### src/sv/sumo_pkg.sv
`default_nettype none

package sumo_pkg;

    // Referee remote codes.
    localparam logic [2:0] CMD_NONE  = 3'd0;
    localparam logic [2:0] CMD_READY = 3'd1;
    localparam logic [2:0] CMD_RUN   = 3'd2;
    localparam logic [2:0] CMD_STOP  = 3'd3;
    localparam logic [2:0] CMD_PICK0 = 3'd4;
    localparam logic [2:0] CMD_PICK1 = 3'd5;
    localparam logic [2:0] CMD_PICK2 = 3'd6;

    // LED codes.
    localparam logic [1:0] LED_KEEP    = 2'd0;
    localparam logic [1:0] LED_GREEN   = 2'd1;
    localparam logic [1:0] LED_RED     = 2'd2;
    localparam logic [1:0] LED_MAGENTA = 2'd3;

    // Opening moves.
    localparam logic [1:0]  OPEN_SHORT  = 2'd0;
    localparam logic [1:0]  OPEN_ARC    = 2'd1;
    localparam logic [1:0]  OPEN_LONG   = 2'd2;
    localparam logic [15:0] LIM_SHORT   = 16'd500;
    localparam logic [15:0] LIM_ARC     = 16'd3000;
    localparam logic [15:0] LIM_LONG    = 16'd60000;

    localparam logic signed [10:0] SPD_ZERO = 11'sd0;
    localparam logic signed [10:0] SPD_200  = 11'sd200;
    localparam logic signed [10:0] SPD_400  = 11'sd400;
    localparam logic signed [10:0] SPD_600  = 11'sd600;
    localparam logic signed [10:0] SPD_1000 = 11'sd1000;
    localparam logic signed [10:0] SPD_N200 = -11'sd200;
    localparam logic signed [10:0] SPD_N700 = -11'sd700;
    localparam logic signed [10:0] SPD_N800 = -11'sd800;

    // Steering thresholds on the target offset.
    localparam logic signed [9:0] OFS_NEAR = 10'sd60;
    localparam logic signed [9:0] OFS_FAR  = 10'sd150;

    // Escape timing in ms.
    localparam logic [8:0] ESC_FIRST = 9'd200;
    localparam logic [8:0] ESC_HELD  = 9'd300;

    // Distance processing.
    localparam logic [12:0] DIST_MAX   = 13'd300;
    localparam logic [11:0] DIV6_MUL   = 12'd2731;
    localparam int          DIV6_SHIFT = 14;

    typedef struct packed {
        logic [2:0]  remote_code;
        logic        border_right;
        logic        border_left;
        logic        sample_valid;
        logic [12:0] dist_0;
        logic [12:0] dist_1;
        logic [12:0] dist_2;
        logic [12:0] dist_3;
        logic [31:0] now_ms;
    } t_item;

    typedef struct packed {
        logic              drive_valid;
        logic signed [10:0] motor_a_speed;
        logic signed [10:0] motor_b_speed;
        logic [1:0]        led_code;
    } t_result;

    typedef struct packed {
        logic signed [9:0] offset;
        logic              absent;
    } t_target;

endpackage

`default_nettype wire

### src/sv/sumo_target.sv
`default_nettype none

module sumo_target (
    input  wire logic [12:0]      i_dist_0,
    input  wire logic [12:0]      i_dist_1,
    input  wire logic [12:0]      i_dist_2,
    input  wire logic [12:0]      i_dist_3,
    output sumo_pkg::t_target     o_target
);

    logic [8:0]  w_c0, w_c1, w_c2, w_c3;
    logic [10:0] w_pos, w_neg;
    logic [22:0] w_pos_prod, w_neg_prod;
    logic [8:0]  w_p, w_q;

    // Readings beyond range count as no reading.
    assign w_c0 = (i_dist_0 > sumo_pkg::DIST_MAX) ? 9'd0 : i_dist_0[8:0];
    assign w_c1 = (i_dist_1 > sumo_pkg::DIST_MAX) ? 9'd0 : i_dist_1[8:0];
    assign w_c2 = (i_dist_2 > sumo_pkg::DIST_MAX) ? 9'd0 : i_dist_2[8:0];
    assign w_c3 = (i_dist_3 > sumo_pkg::DIST_MAX) ? 9'd0 : i_dist_3[8:0];

    // (25*a + 5*b) / 30 equals (5*a + b) / 6; the divide by six is a
    // reciprocal multiply that is exact for sums up to 1800.
    assign w_pos = 11'(w_c0) * 11'd5 + 11'(w_c1);
    assign w_neg = 11'(w_c3) * 11'd5 + 11'(w_c2);

    assign w_pos_prod = 23'(w_pos) * 23'(sumo_pkg::DIV6_MUL);
    assign w_neg_prod = 23'(w_neg) * 23'(sumo_pkg::DIV6_MUL);

    assign w_p = w_pos_prod[sumo_pkg::DIV6_SHIFT +: 9];
    assign w_q = w_neg_prod[sumo_pkg::DIV6_SHIFT +: 9];

    assign o_target.absent = (w_p == 9'd0) && (w_q == 9'd0);
    assign o_target.offset = $signed({1'b0, w_p}) - $signed({1'b0, w_q});

endmodule

`default_nettype wire

### src/sv/sumo_ctrl.sv
`default_nettype none

module sumo_ctrl #(
    parameter int TIME_BITS = 32
) (
    input  wire logic             i_clk,
    input  wire logic             i_rst_n,
    input  wire logic             i_adv,
    input  wire sumo_pkg::t_item  i_item,
    output sumo_pkg::t_result     o_result
);

    logic [2:0]           r_last_cmd,      n_last_cmd;
    logic [1:0]           r_choice,        n_choice;
    logic                 r_open_started,  n_open_started;
    logic                 r_open_finished, n_open_finished;
    logic [TIME_BITS-1:0] r_open_start,    n_open_start;
    logic                 r_esc_active,    n_esc_active;
    logic [8:0]           r_esc_dur,       n_esc_dur;
    logic [TIME_BITS-1:0] r_phase_start,   n_phase_start;
    logic                 r_line_now,      n_line_now;
    logic                 r_line_before,   n_line_before;
    logic signed [9:0]    r_tgt_offset,    n_tgt_offset;
    logic                 r_tgt_absent,    n_tgt_absent;
    logic signed [10:0]   r_hold_a,        n_hold_a;
    logic signed [10:0]   r_hold_b,        n_hold_b;

    sumo_pkg::t_target    w_target;
    logic [63:0]          w_now_wide;
    logic [TIME_BITS-1:0] w_now;

    sumo_target u_target (
        .i_dist_0 (i_item.dist_0),
        .i_dist_1 (i_item.dist_1),
        .i_dist_2 (i_item.dist_2),
        .i_dist_3 (i_item.dist_3),
        .o_target (w_target)
    );

    assign w_now_wide = {32'd0, i_item.now_ms};
    assign w_now      = w_now_wide[TIME_BITS-1:0];

    always_comb begin
        logic [2:0]           code;
        logic [TIME_BITS-1:0] open_el;
        logic [TIME_BITS-1:0] esc_el;
        logic [15:0]          open_lim;
        logic signed [10:0]   open_a;
        logic signed [10:0]   open_b;
        logic                 open_ok;
        logic                 esc;
        logic [8:0]           dur;

        n_last_cmd      = r_last_cmd;
        n_choice        = r_choice;
        n_open_started  = r_open_started;
        n_open_finished = r_open_finished;
        n_open_start    = r_open_start;
        n_esc_active    = r_esc_active;
        n_esc_dur       = r_esc_dur;
        n_phase_start   = r_phase_start;
        n_line_now      = r_line_now;
        n_line_before   = r_line_before;
        n_tgt_offset    = r_tgt_offset;
        n_tgt_absent    = r_tgt_absent;
        n_hold_a        = r_hold_a;
        n_hold_b        = r_hold_b;
        o_result        = '0;
        open_el         = '0;
        esc_el          = '0;
        open_lim        = '0;
        open_a          = sumo_pkg::SPD_ZERO;
        open_b          = sumo_pkg::SPD_ZERO;
        open_ok         = 1'b0;
        esc             = r_esc_active;
        dur             = r_esc_dur;

        code = i_item.remote_code;
        // An idle or ready code keeps a running robot running.
        if (r_last_cmd == sumo_pkg::CMD_RUN &&
            (code == sumo_pkg::CMD_NONE || code == sumo_pkg::CMD_READY)) begin
            code = sumo_pkg::CMD_RUN;
        end

        unique case (code)
            sumo_pkg::CMD_READY: begin
                n_last_cmd        = sumo_pkg::CMD_READY;
                o_result.led_code = sumo_pkg::LED_GREEN;
                n_phase_start     = w_now;
            end
            sumo_pkg::CMD_RUN: begin
                // Opening move.
                if (!r_open_started) begin
                    n_open_start = w_now;
                end
                n_open_started = 1'b1;
                open_el = w_now - n_open_start;
                unique case (r_choice)
                    sumo_pkg::OPEN_SHORT: begin
                        open_ok  = 1'b1;
                        open_lim = sumo_pkg::LIM_SHORT;
                        open_a   = sumo_pkg::SPD_400;
                        open_b   = sumo_pkg::SPD_400;
                    end
                    sumo_pkg::OPEN_ARC: begin
                        open_ok  = 1'b1;
                        open_lim = sumo_pkg::LIM_ARC;
                        open_a   = sumo_pkg::SPD_1000;
                        open_b   = sumo_pkg::SPD_600;
                    end
                    sumo_pkg::OPEN_LONG: begin
                        open_ok  = 1'b1;
                        open_lim = sumo_pkg::LIM_LONG;
                        open_a   = sumo_pkg::SPD_1000;
                        open_b   = sumo_pkg::SPD_600;
                    end
                    default: begin
                        open_ok = 1'b0;
                    end
                endcase
                if (!r_open_finished && open_ok) begin
                    if (open_el <= TIME_BITS'(open_lim)) begin
                        n_hold_a = open_a;
                        n_hold_b = open_b;
                    end else begin
                        n_open_finished = 1'b1;
                    end
                end

                // Target tracking once the opening is over.
                if (n_open_finished) begin
                    if (i_item.sample_valid) begin
                        n_tgt_absent = w_target.absent;
                        n_tgt_offset = w_target.absent ? 10'sd0 : w_target.offset;
                    end
                    if (!r_esc_active) begin
                        priority if (n_tgt_absent) begin
                            n_hold_a = sumo_pkg::SPD_ZERO;
                            n_hold_b = sumo_pkg::SPD_ZERO;
                        end else if (n_tgt_offset > sumo_pkg::OFS_NEAR &&
                                     n_tgt_offset < sumo_pkg::OFS_FAR) begin
                            n_hold_a = sumo_pkg::SPD_600;
                            n_hold_b = sumo_pkg::SPD_200;
                        end else if (n_tgt_offset > -sumo_pkg::OFS_FAR &&
                                     n_tgt_offset < -sumo_pkg::OFS_NEAR) begin
                            n_hold_a = sumo_pkg::SPD_200;
                            n_hold_b = sumo_pkg::SPD_600;
                        end else if (n_tgt_offset < -sumo_pkg::OFS_FAR) begin
                            n_hold_a = sumo_pkg::SPD_200;
                            n_hold_b = sumo_pkg::SPD_400;
                        end else if (n_tgt_offset > sumo_pkg::OFS_FAR) begin
                            n_hold_a = sumo_pkg::SPD_400;
                            n_hold_b = sumo_pkg::SPD_200;
                        end else begin
                            n_hold_a = sumo_pkg::SPD_ZERO;
                            n_hold_b = sumo_pkg::SPD_ZERO;
                        end
                    end
                end

                // Border escape. The phase timer restarts one pass after
                // the border flag changes.
                if (r_line_now != r_line_before) begin
                    n_phase_start = w_now;
                end
                n_line_before = r_line_now;
                if (i_item.border_right || i_item.border_left) begin
                    dur        = sumo_pkg::ESC_FIRST;
                    n_line_now = 1'b1;
                    esc        = 1'b1;
                end else begin
                    n_line_now = 1'b0;
                end
                esc_el = w_now - n_phase_start;
                if (esc && esc_el < TIME_BITS'(dur)) begin
                    priority if (i_item.border_right && i_item.border_left) begin
                        dur      = sumo_pkg::ESC_HELD;
                        n_hold_a = sumo_pkg::SPD_N700;
                        n_hold_b = sumo_pkg::SPD_N700;
                    end else if (i_item.border_right) begin
                        dur      = sumo_pkg::ESC_HELD;
                        n_hold_a = sumo_pkg::SPD_N200;
                        n_hold_b = sumo_pkg::SPD_N800;
                    end else if (i_item.border_left) begin
                        dur      = sumo_pkg::ESC_HELD;
                        n_hold_a = sumo_pkg::SPD_N800;
                        n_hold_b = sumo_pkg::SPD_N200;
                    end else begin
                        n_hold_a = sumo_pkg::SPD_N700;
                        n_hold_b = sumo_pkg::SPD_N700;
                    end
                end else begin
                    dur = 9'd0;
                    esc = 1'b0;
                end
                n_esc_dur    = dur;
                n_esc_active = esc;

                o_result.drive_valid   = 1'b1;
                o_result.motor_a_speed = n_hold_a;
                o_result.motor_b_speed = n_hold_b;
                n_last_cmd             = sumo_pkg::CMD_RUN;
            end
            sumo_pkg::CMD_STOP: begin
                o_result.drive_valid = 1'b1;
                o_result.led_code    = sumo_pkg::LED_RED;
                n_esc_dur            = 9'd0;
                n_esc_active         = 1'b0;
                n_last_cmd           = sumo_pkg::CMD_STOP;
                n_open_started       = 1'b0;
                n_open_finished      = 1'b0;
            end
            sumo_pkg::CMD_PICK0, sumo_pkg::CMD_PICK1, sumo_pkg::CMD_PICK2: begin
                n_choice   = 2'(code - sumo_pkg::CMD_PICK0);
                n_last_cmd = code;
                if (code != sumo_pkg::CMD_PICK2) begin
                    o_result.led_code = sumo_pkg::LED_MAGENTA;
                end
            end
            default: begin
            end
        endcase
    end

    always_ff @(posedge i_clk) begin
        if (!i_rst_n) begin
            r_last_cmd      <= sumo_pkg::CMD_NONE;
            r_choice        <= sumo_pkg::OPEN_SHORT;
            r_open_started  <= 1'b0;
            r_open_finished <= 1'b0;
            r_open_start    <= '0;
            r_esc_active    <= 1'b0;
            r_esc_dur       <= 9'd0;
            r_phase_start   <= '0;
            r_line_now      <= 1'b0;
            r_line_before   <= 1'b0;
            r_tgt_offset    <= 10'sd0;
            r_tgt_absent    <= 1'b0;
            r_hold_a        <= sumo_pkg::SPD_ZERO;
            r_hold_b        <= sumo_pkg::SPD_ZERO;
        end else if (i_adv) begin
            r_last_cmd      <= n_last_cmd;
            r_choice        <= n_choice;
            r_open_started  <= n_open_started;
            r_open_finished <= n_open_finished;
            r_open_start    <= n_open_start;
            r_esc_active    <= n_esc_active;
            r_esc_dur       <= n_esc_dur;
            r_phase_start   <= n_phase_start;
            r_line_now      <= n_line_now;
            r_line_before   <= n_line_before;
            r_tgt_offset    <= n_tgt_offset;
            r_tgt_absent    <= n_tgt_absent;
            r_hold_a        <= n_hold_a;
            r_hold_b        <= n_hold_b;
        end
    end

endmodule

`default_nettype wire

### src/sv/sumo_robot_behavior_controller.sv
// Sumo robot behavior controller.
// One transfer on the slave stream is one control pass: referee remote code,
// two ring-border flags, an optional set of four distance readings (flagged
// by tuser) and the time in ms. Each pass yields exactly one transfer on the
// master stream with the motor speeds, the LED code and, in tuser, whether
// the speeds are to be applied.
// A result passes through the input register and then the result register
// before it is offered on the master side, and it transfers when the master
// side is not stalled (one input register, one result register).
// Throughput: one pass per cycle when not stalled; all per-pass work is one
// combinational step between the input and result registers, including the
// two time-difference compares and the divide-by-six of the target offset.
// A new input is taken while a result waits, as long as the input register
// can advance; when the receiver holds tready low the result register and
// then the input register fill, and s_axis tready drops until a transfer
// happens on the master side. Nothing is lost or repeated.
// Reset (synchronous, active low) empties both registers and returns the
// behavior state to idle with no command, with opening move zero selected.
`default_nettype none

module sumo_robot_behavior_controller #(
    parameter int TIME_BITS = 32
) (
    input  wire logic        i_clk,
    input  wire logic        i_rst_n,
    input  wire logic        i_s_axis_tvalid,
    output      logic        o_s_axis_tready,
    // remote_code[2:0], border_right[3], border_left[4], dist_0[17:5],
    // dist_1[30:18], dist_2[43:31], dist_3[56:44], now_ms[88:57], zero fill
    input  wire logic [95:0] i_s_axis_tdata,
    // sample_valid[0]
    input  wire logic        i_s_axis_tuser,
    output      logic        o_m_axis_tvalid,
    input  wire logic        i_m_axis_tready,
    // motor_a_speed[10:0], motor_b_speed[21:11], led_code[23:22]
    output      logic [23:0] o_m_axis_tdata,
    // drive_valid[0]
    output      logic        o_m_axis_tuser
);

    logic              r_in_valid;
    sumo_pkg::t_item   r_in_item;
    logic              r_out_valid;
    sumo_pkg::t_result r_out_res;
    sumo_pkg::t_result w_res;
    sumo_pkg::t_item   w_item;
    logic              w_adv;

    assign w_item.remote_code  = i_s_axis_tdata[2:0];
    assign w_item.border_right = i_s_axis_tdata[3];
    assign w_item.border_left  = i_s_axis_tdata[4];
    assign w_item.sample_valid = i_s_axis_tuser;
    assign w_item.dist_0       = i_s_axis_tdata[17:5];
    assign w_item.dist_1       = i_s_axis_tdata[30:18];
    assign w_item.dist_2       = i_s_axis_tdata[43:31];
    assign w_item.dist_3       = i_s_axis_tdata[56:44];
    assign w_item.now_ms       = i_s_axis_tdata[88:57];

    // The held item moves into the result register when that is free or
    // being emptied in the same cycle.
    assign w_adv           = r_in_valid && (!r_out_valid || i_m_axis_tready);
    assign o_s_axis_tready = !r_in_valid || w_adv;

    sumo_ctrl #(
        .TIME_BITS (TIME_BITS)
    ) u_ctrl (
        .i_clk    (i_clk),
        .i_rst_n  (i_rst_n),
        .i_adv    (w_adv),
        .i_item   (r_in_item),
        .o_result (w_res)
    );

    always_ff @(posedge i_clk) begin
        if (!i_rst_n) begin
            r_in_valid <= 1'b0;
        end else if (o_s_axis_tready) begin
            r_in_valid <= i_s_axis_tvalid;
        end
    end

    always_ff @(posedge i_clk) begin
        if (o_s_axis_tready && i_s_axis_tvalid) begin
            r_in_item <= w_item;
        end
    end

    always_ff @(posedge i_clk) begin
        if (!i_rst_n) begin
            r_out_valid <= 1'b0;
        end else if (w_adv) begin
            r_out_valid <= 1'b1;
        end else if (i_m_axis_tready) begin
            r_out_valid <= 1'b0;
        end
    end

    always_ff @(posedge i_clk) begin
        if (w_adv) begin
            r_out_res <= w_res;
        end
    end

    assign o_m_axis_tvalid = r_out_valid;
    assign o_m_axis_tdata  = {r_out_res.led_code, r_out_res.motor_b_speed,
                              r_out_res.motor_a_speed};
    assign o_m_axis_tuser  = r_out_res.drive_valid;

endmodule

`default_nettype wire

### config.mk
export PLATFORM = sky130hd
export DESIGN_NAME = sumo_robot_behavior_controller
export DESIGN_NICKNAME = d
export VERILOG_FILES = /design/src/sv/sumo_pkg.sv /design/src/sv/sumo_target.sv /design/src/sv/sumo_ctrl.sv /design/src/sv/sumo_robot_behavior_controller.sv
export SDC_FILE = /design/constraint.sdc
export NUM_CORES = 1
export LEC_CHECK = 0
export BUFFER_PORTS_ARGS = -buffer_cell sky130_fd_sc_hd__clkbuf_2
export CORE_MARGIN = 5
export CORE_UTILIZATION = 68
export CTS_BUF_LIST = sky130_fd_sc_hd__clkbuf_8
export CTS_CLUSTER_SIZE = 30
export DETAILED_ROUTE_END_ITERATION = 10
export GPL_TIMING_DRIVEN = 0
export PLACE_DENSITY = 0.89
export RECOVER_POWER = 50
export SETUP_SLACK_MARGIN = 0.2
export SLEW_MARGIN = 20
export SYNTH_ARGS = -nofsm -noshare
export SYNTH_HDL_FRONTEND = slang
export SYNTH_HIERARCHICAL = 1
export SYNTH_SLANG_ARGS = --single-unit
### constraint.sdc
create_clock -name i_clk -period 19 [get_ports i_clk]
set_input_delay 0 -clock i_clk [delete_from_list [all_inputs] [get_ports i_clk]]
set_output_delay 0 -clock i_clk [all_outputs]
set_load 0.02 [all_outputs]
After elaboration in Yosys (flattened, before gate mapping)
Index checks and enable logic that the tools add are counted.
Storage, ports and cells
  output and inout bits: 27
  flip-flop bits (word level): 233
  input port bits: 101
  logic and storage cells: 169
Operators by class
  magnitude comparators: 12
  equality and inequality tests: 12
  reductions and logical operators: 34
  muxes and demuxes: 72
  $mul: 4
  $add $sub $neg: 6
Operators by type and width (number)
  $mux 11: 22
  $mux 32: 4
  $mux 9: 12
  $pmux 32 s2: 1
  $sub 32x32->32: 2
  $gt 13x9->1 const B: 4
  $mux 10: 5
  $pmux 16 s3: 1
  $mul 11x12->23 const B: 2
  $pmux 10 s2: 2
  $le 32x16->1: 1
  $lt 32x9->1: 1
  $add 11x9->11: 2
  $mul 9x3->11 const B: 2
  $gt 10x9->1 const B: 2
  $lt 10x9->1 const B: 2
  $logic_not 9->1: 2
  $pmux 9 s2: 1
  $mux 16: 1
  $mux 1: 15
  $pmux 3 s4: 1
  $gt 10x7->1 const B: 1
  $lt 10x7->1 const B: 1
  $reduce_and 2->1: 5
  24 further kinds: 48

Depth between registers and ports, before layout
  word-level depth: 22
  depth in mapped cells: 52
  mapped depth without buffers: 52

Modules after synthesis
Netlist, hierarchy kept.
Modules (own cells, without submodules)
  sumo_ctrl: cells each 1387, sequential area each 2322.2 µm², area each 10662.7 µm², instances 1
  sumo_target: cells each 729, sequential area each 0.0 µm², area each 6424.9 µm², instances 1
  sumo_robot_behavior_controller: cells each 124, sequential area each 3493.4 µm², area each 3557.2 µm², instances 1

Worst setup path after synthesis
OpenSTA, ideal clock, no wires.
  path kind: register to register
  start: register r_in_item[44] (netlist name)
  end: register r_out_res (netlist bit o_m_axis_tdata[18]) (data pin)
  library setup time: 270 ps
  path slack: 8372 ps
  required time: 18730 ps
  stages on the path, launching flop included: 49
  arrival: 10357 ps
  period minus slack after synthesis: 10628 ps
  cells stage by stage: edfxtp_1 -> or4_1 -> a21oi_1 -> and2_1 -> ha_1 -> fa_1 -> ha_1 -> a21oi_1 -> o21ai_0 -> a21oi_1 -> nor2b_1 -> o21a_1 -> o21ai_0 -> nand2b_1 -> a21oi_1 -> xor2_1 -> ha_1 -> xor2_1 -> [13 not listed] -> xnor2_1 -> ha_1 -> a21o_1 -> a21o_1 -> o22ai_1 -> a221o_1 -> nand2_1 -> maj3_2 -> xnor2_1 -> a21oi_1 -> nor4_1 -> nand3_1 -> o2111a_1 -> nor2_1 -> o21ai_0 -> a22o_1 -> o21ai_0 -> a21oi_1
RTL lines
  start, declared: line sumo_robot_behavior_controller.sv:42  | sumo_pkg::t_item r_in_item;
  start signal, assigned: line sumo_robot_behavior_controller.sv:84  | r_in_item <= w_item;
  end signal, assigned: line sumo_robot_behavior_controller.sv:100  | r_out_res <= w_res;
  end, declared: line sumo_robot_behavior_controller.sv:44  | sumo_pkg::t_result r_out_res;

==> metrics.md <==
| Metric | Value |
|---|---|
| Status | finished, violations left |
| Failing checks | capacitance limit, slew limit |
| Vias per Instance | 6.46 |
| CTS tree | built |
| Count of different cell masters after synthesis | 106 |
| Share of the synthesized area in the top cell type | 16.7% |
| Ys flop type | dfxtp_1 |
| Slew Limit Fails | 79 |
| Final WL | 61.0 mm |
| Critical Path End Type | flip-flop |
| Final setup viols | 0 |
| Sequential Power Share | 39.7% |
| Internal Power | 919 µW |
| Post-layout min period | 13.10 ns |
| Final #Nets | 2951 |
| Crit path launch type | flip-flop |
| DR vias | 18900 |
| CP Max Fanout | 9 |
| Critical hold path startpoint | i_s_axis_tdata[55] |
| Fin crit share | 69.0% |
| Vias in the first global route | 19200 |
| Clk buf depth | 3 |
| Wire length per cell | 20.9 µm |
| Inst Count DP | 2753 |
| GRT Overall Usage | 35.5% |
| CP Depth | 48 |
| Slew Limit Headroom | -72.8% |
| Later-pin clock latency in the skew report | 0.59 ns |
| WS Path Type | reg2reg |
| Comb pwr share | 30.6% |
| Placement Setup Slack | 6.53 ns |
| Share of layout cells above drive strength 1 | 8.24% |
| Pwr Total | 1.43 mW |
| Critical Path End | o_m_axis_tdata[17]$_DFFE_PP_ |
| Non-filler cells, final | 2918 |
| Seq cells post-synth | 233 |
| Reg2reg end | o_m_axis_tdata[17]$_DFFE_PP_ |
| Unrepaired setup endpoints after global routing | no |
| Worst Skew | 0.0491 ns |
| Reg2reg setup slack | 5.90 ns |
| Pleak | 10.1 nW |
| Dominant cell type by area after synthesis | edfxtp_1 |
| Synth Net Count | 2694 |
| Sw Share | 35.7% |
| CTS sink cnt | 233 |
| Total CTS buffers | 38 |
| VDD IR-drop max | 0.0000793 V |
| Post-synthesis async set-or-reset flop share | 0% |
| Power Dens Cells | 61.3 mW/mm² |
| Number of enable flip-flop cells after synthesis | 115 |
| Most used cell, CP | a21oi_1 |
| Sequential share of the synthesized area | 28.2% |
| Largest net degree at the start of global routing | 28 |
| Area Growth Syn to Fin | 13.1% |
| FILL cells | 1876 |
| Warnings, synthesis | 6 |
| Sw power | 511 µW |
| Synth top area cells | edfxtp_1, ha_1, dfxtp_1 |
| Total core area | 0.0298 mm² |
| Std-Cell Rows | 63 |
| Placer Congestion | 0.989 |
| Hold Vio Cnt, Final | 0 |
| CP Buf/Inv Count | 3 |
| Drt first pass iters | 6 |
| Final ANT Viol Nets | 0 |
| Peak Freq | 0.0763 GHz |
| Port Buffers | 120 |
| Slowest cell on the critical path | nor4b_2 |
| DIE AREA | 0.0339 mm² |
| Final setup margin | 5.90 ns |
| Initial cell density of the core | 69.3% |
| Die width | 184 µm |
| Worst slew pin tran | 2.59 ns |
| WP data required | 19.30 ns |
| H-tree depth reported by CTS | 2 |
| Synth Instances | 2240 |
| Multi-input gate area | 0.0137 mm² |
| Clock power share | 29.7% |
| Reg clk slew, reported paths | 0.09 ns |
| First-pass GRT wire length | 97.5 mm |
| DRC Markers | 0 |
| Register area | 0.00582 mm² |
| Sum Neg Setup Slack | 0 ns |
| Critical path arrival | 13.40 ns |
| Root Driver | clkbuf_8 |
| Area of the mapped netlist | 0.0206 mm² |
| Top delay family on crit path | compound AO/OA/AOI/OAI gates |
| Initial antenna violation count | 1 |
| DIE HEIGHT | 184 µm |
| Iteration-0 DRC Markers | 1685 |
| Syn Area/Cell | 9.22 µm² |
| Dpl cell area | 0.0218 mm² |
| Critical path origin | r_in_item[33]$_DFFE_PP_ |
| Critical path's largest stage delay | 0.62 ns |
| Max-cap violations | 3 |
| HP Class | in2reg |
| Final HPWL DP | 42.8 mm |
| Io pins | 128 |
| Final Instance Area | 0.0234 mm² |
| Cells on worst reg2reg path | 48 |
| R2r startpoint | r_in_item[33]$_DFFE_PP_ |
| Grt total ovfl | 0 |
-- placed cells by master (no fill, tap or decap), drive strengths merged, types with 8 or more instances in the layout --
master / count
o211ai: 25
buf: 25
ha: 275
a21oi: 165
dfxtp: 118
mux2i: 102
a21o: 28
nand4: 30
or4: 14
nand3b: 9
fa: 78
a211oi: 60
dlygate4sd3: 94
xor2: 32
clkbuf: 215
nand3: 38
nor3: 36
and3: 15
a21boi: 10
o2111ai: 8
o21ai: 108
nor2b: 26
or2: 12
and2: 43
edfxtp: 115
nor2: 180
nand2: 146
o211a: 10
nor4: 12
o21a: 18
o31ai: 19
xnor2: 55
inv: 229
a31oi: 28
a22oi: 9
clkinv: 13
nand2b: 19
-- per-stage QoR --
stage | utilization (%) | hold slack, ns
2_1_floorplan | - | 0.0989
3_3_place_gp | 72.9 | 0.177
3_5_place_dp | 73.3 | 0.179
4_1_cts | 78.8 | 0.0997
5_1_grt | 78.4 | 0.148
6_report | 78.4 | 0.147
-- registers in the layout, summed over array words and instances, names as in the netlist --
signal and cells:
u_ctrl/r_esc_active 1, u_ctrl/r_tgt_offset 10, u_ctrl/r_open_started 1, u_ctrl/r_line_before 1
r_in_valid 1, u_ctrl/r_tgt_absent 1, u_ctrl/r_line_now 1, u_ctrl/r_choice 2
r_in_item 90, o_m_axis_tvalid 1, o_m_axis_tdata 24, u_ctrl/r_last_cmd 3
u_ctrl/r_phase_start 32, u_ctrl/r_hold_b 11, u_ctrl/r_open_finished 1, u_ctrl/r_hold_a 11
u_ctrl/r_open_start 32, o_m_axis_tuser 1, u_ctrl/r_esc_dur 9
-- final cells by class --
| type | instances | area share [%] |
|---|---|---|
| Multi-Input combinational cell | 1714 | 58.6 |
| Timing Repair Buffer | 217 | 6.50 |
| Inverter | 216 | 3.47 |
| Clock buffer | 40 | 2.36 |
| Tap cell | 390 | 2.09 |
| Buffer | 77 | 1.39 |
| Antenna cell | 3 | 0.0321 |
| Sequential cell | 233 | 24.9 |
| Clock inverter | 28 | 0.616 |
-- synthesized netlist by cell type (5+ instances only) --
master / number
o211ai_1: 25
and4_1: 7
inv_1: 212
nand2b_1: 18
o21ai_1: 8
nand4_1: 28
nand2_1: 146
fa_1: 78
o21ai_0: 98
and3_1: 15
a21boi_0: 7
nor2b_1: 25
a211o_1: 5
ha_1: 275
mux2i_1: 101
and2_1: 42
xor2_1: 31
nor2_1: 180
a31oi_1: 28
o2111ai_1: 8
nor3_1: 34
or3_1: 6
a21oi_1: 158
o31ai_1: 17
or4_1: 14
or2_2: 11
a21o_1: 27
o211a_1: 10
buf_2: 18
dfxtp_1: 118
nor3b_1: 7
xnor2_1: 55
nand3_1: 37
o22ai_1: 7
a22oi_1: 9
nor4_1: 10
o21bai_1: 5
o21a_1: 18
a211oi_1: 59
a21oi_2: 6
nand3b_1: 8
clkbuf_1: 52
edfxtp_1: 115
-- cells by family (layout without fill, tap and decap cells) --
kind of cell / after synthesis / count (layout) / share of synthesized area (%)
flops: 233 / 233 / 28.2
mux: 103 / 103 / 5.06
simple gates: 614 / 614 / 15.1
xor+xnor: 88 / 88 / 3.91
other cells: 0 / 3 / 0
buf+inv: 293 / 578 / 5.50
fa+ha+maj: 355 / 355 / 24.3
compound gates: 554 / 554 / 17.9
-- per-layer routing --
metal / track usage, % / share of wire (%) / vias up / wire, µm
li1: - / - / 8622 / -
met1: 40.5 / 36 / 8860 / 22100
met2: 63.2 / 50 / 1042 / 30200
met3: 4.97 / 6.9 / 334 / 4190
met4: 20.9 / 7.3 / 0 / 4440
met5: 0 / 0 / - / 0
-- repair_timing --
action / in CTS / in global routing
buffers inserted: 0 / 0
gates resized for setup: 0 / 0
hold buffers: 94 / 0
endpoints found under the hold margin: 113 / 0
-- how the worst min path moves through the flow --
stage	end	slack, ns	depth (start not counted)
floorplan	r_in_item[0]$_DFFE_PP_	0.1	0
global placement	r_in_item[3]$_DFFE_PP_	0.18	1
detailed placement	r_in_item[29]$_DFFE_PP_	0.18	1
CTS	o_m_axis_tdata[5]$_DFFE_PP_	0.1	3
global route	r_in_item[43]$_DFFE_PP_	0.15	2
finish	r_in_item[43]$_DFFE_PP_	0.15	2
-- power by group through the flow --
stage               Sequential, mW  Clock, mW  Combinational (mW)
finish                       0.568      0.425               0.437
global route                 0.569      0.451               0.481
CTS                          0.566      0.414               0.424
detailed placement           0.576          0               0.403
global placement             0.577          0               0.386
floorplan                    0.574          0               0.299
-- worst reg2reg max path: cells and delay by family, from the launching register on --
family / cells / cell delay, ns
AOI/OAI and AO/OA: 18 / 4.54
xor gates and xnor gates: 2 / 0.61
adders and majority gates: 9 / 3.45
buffers and inverters: 3 / 0.31
DFF: 1 / 0.42
and+or+nand+nor: 16 / 3.47
Power figures use the tool's default switching activity.
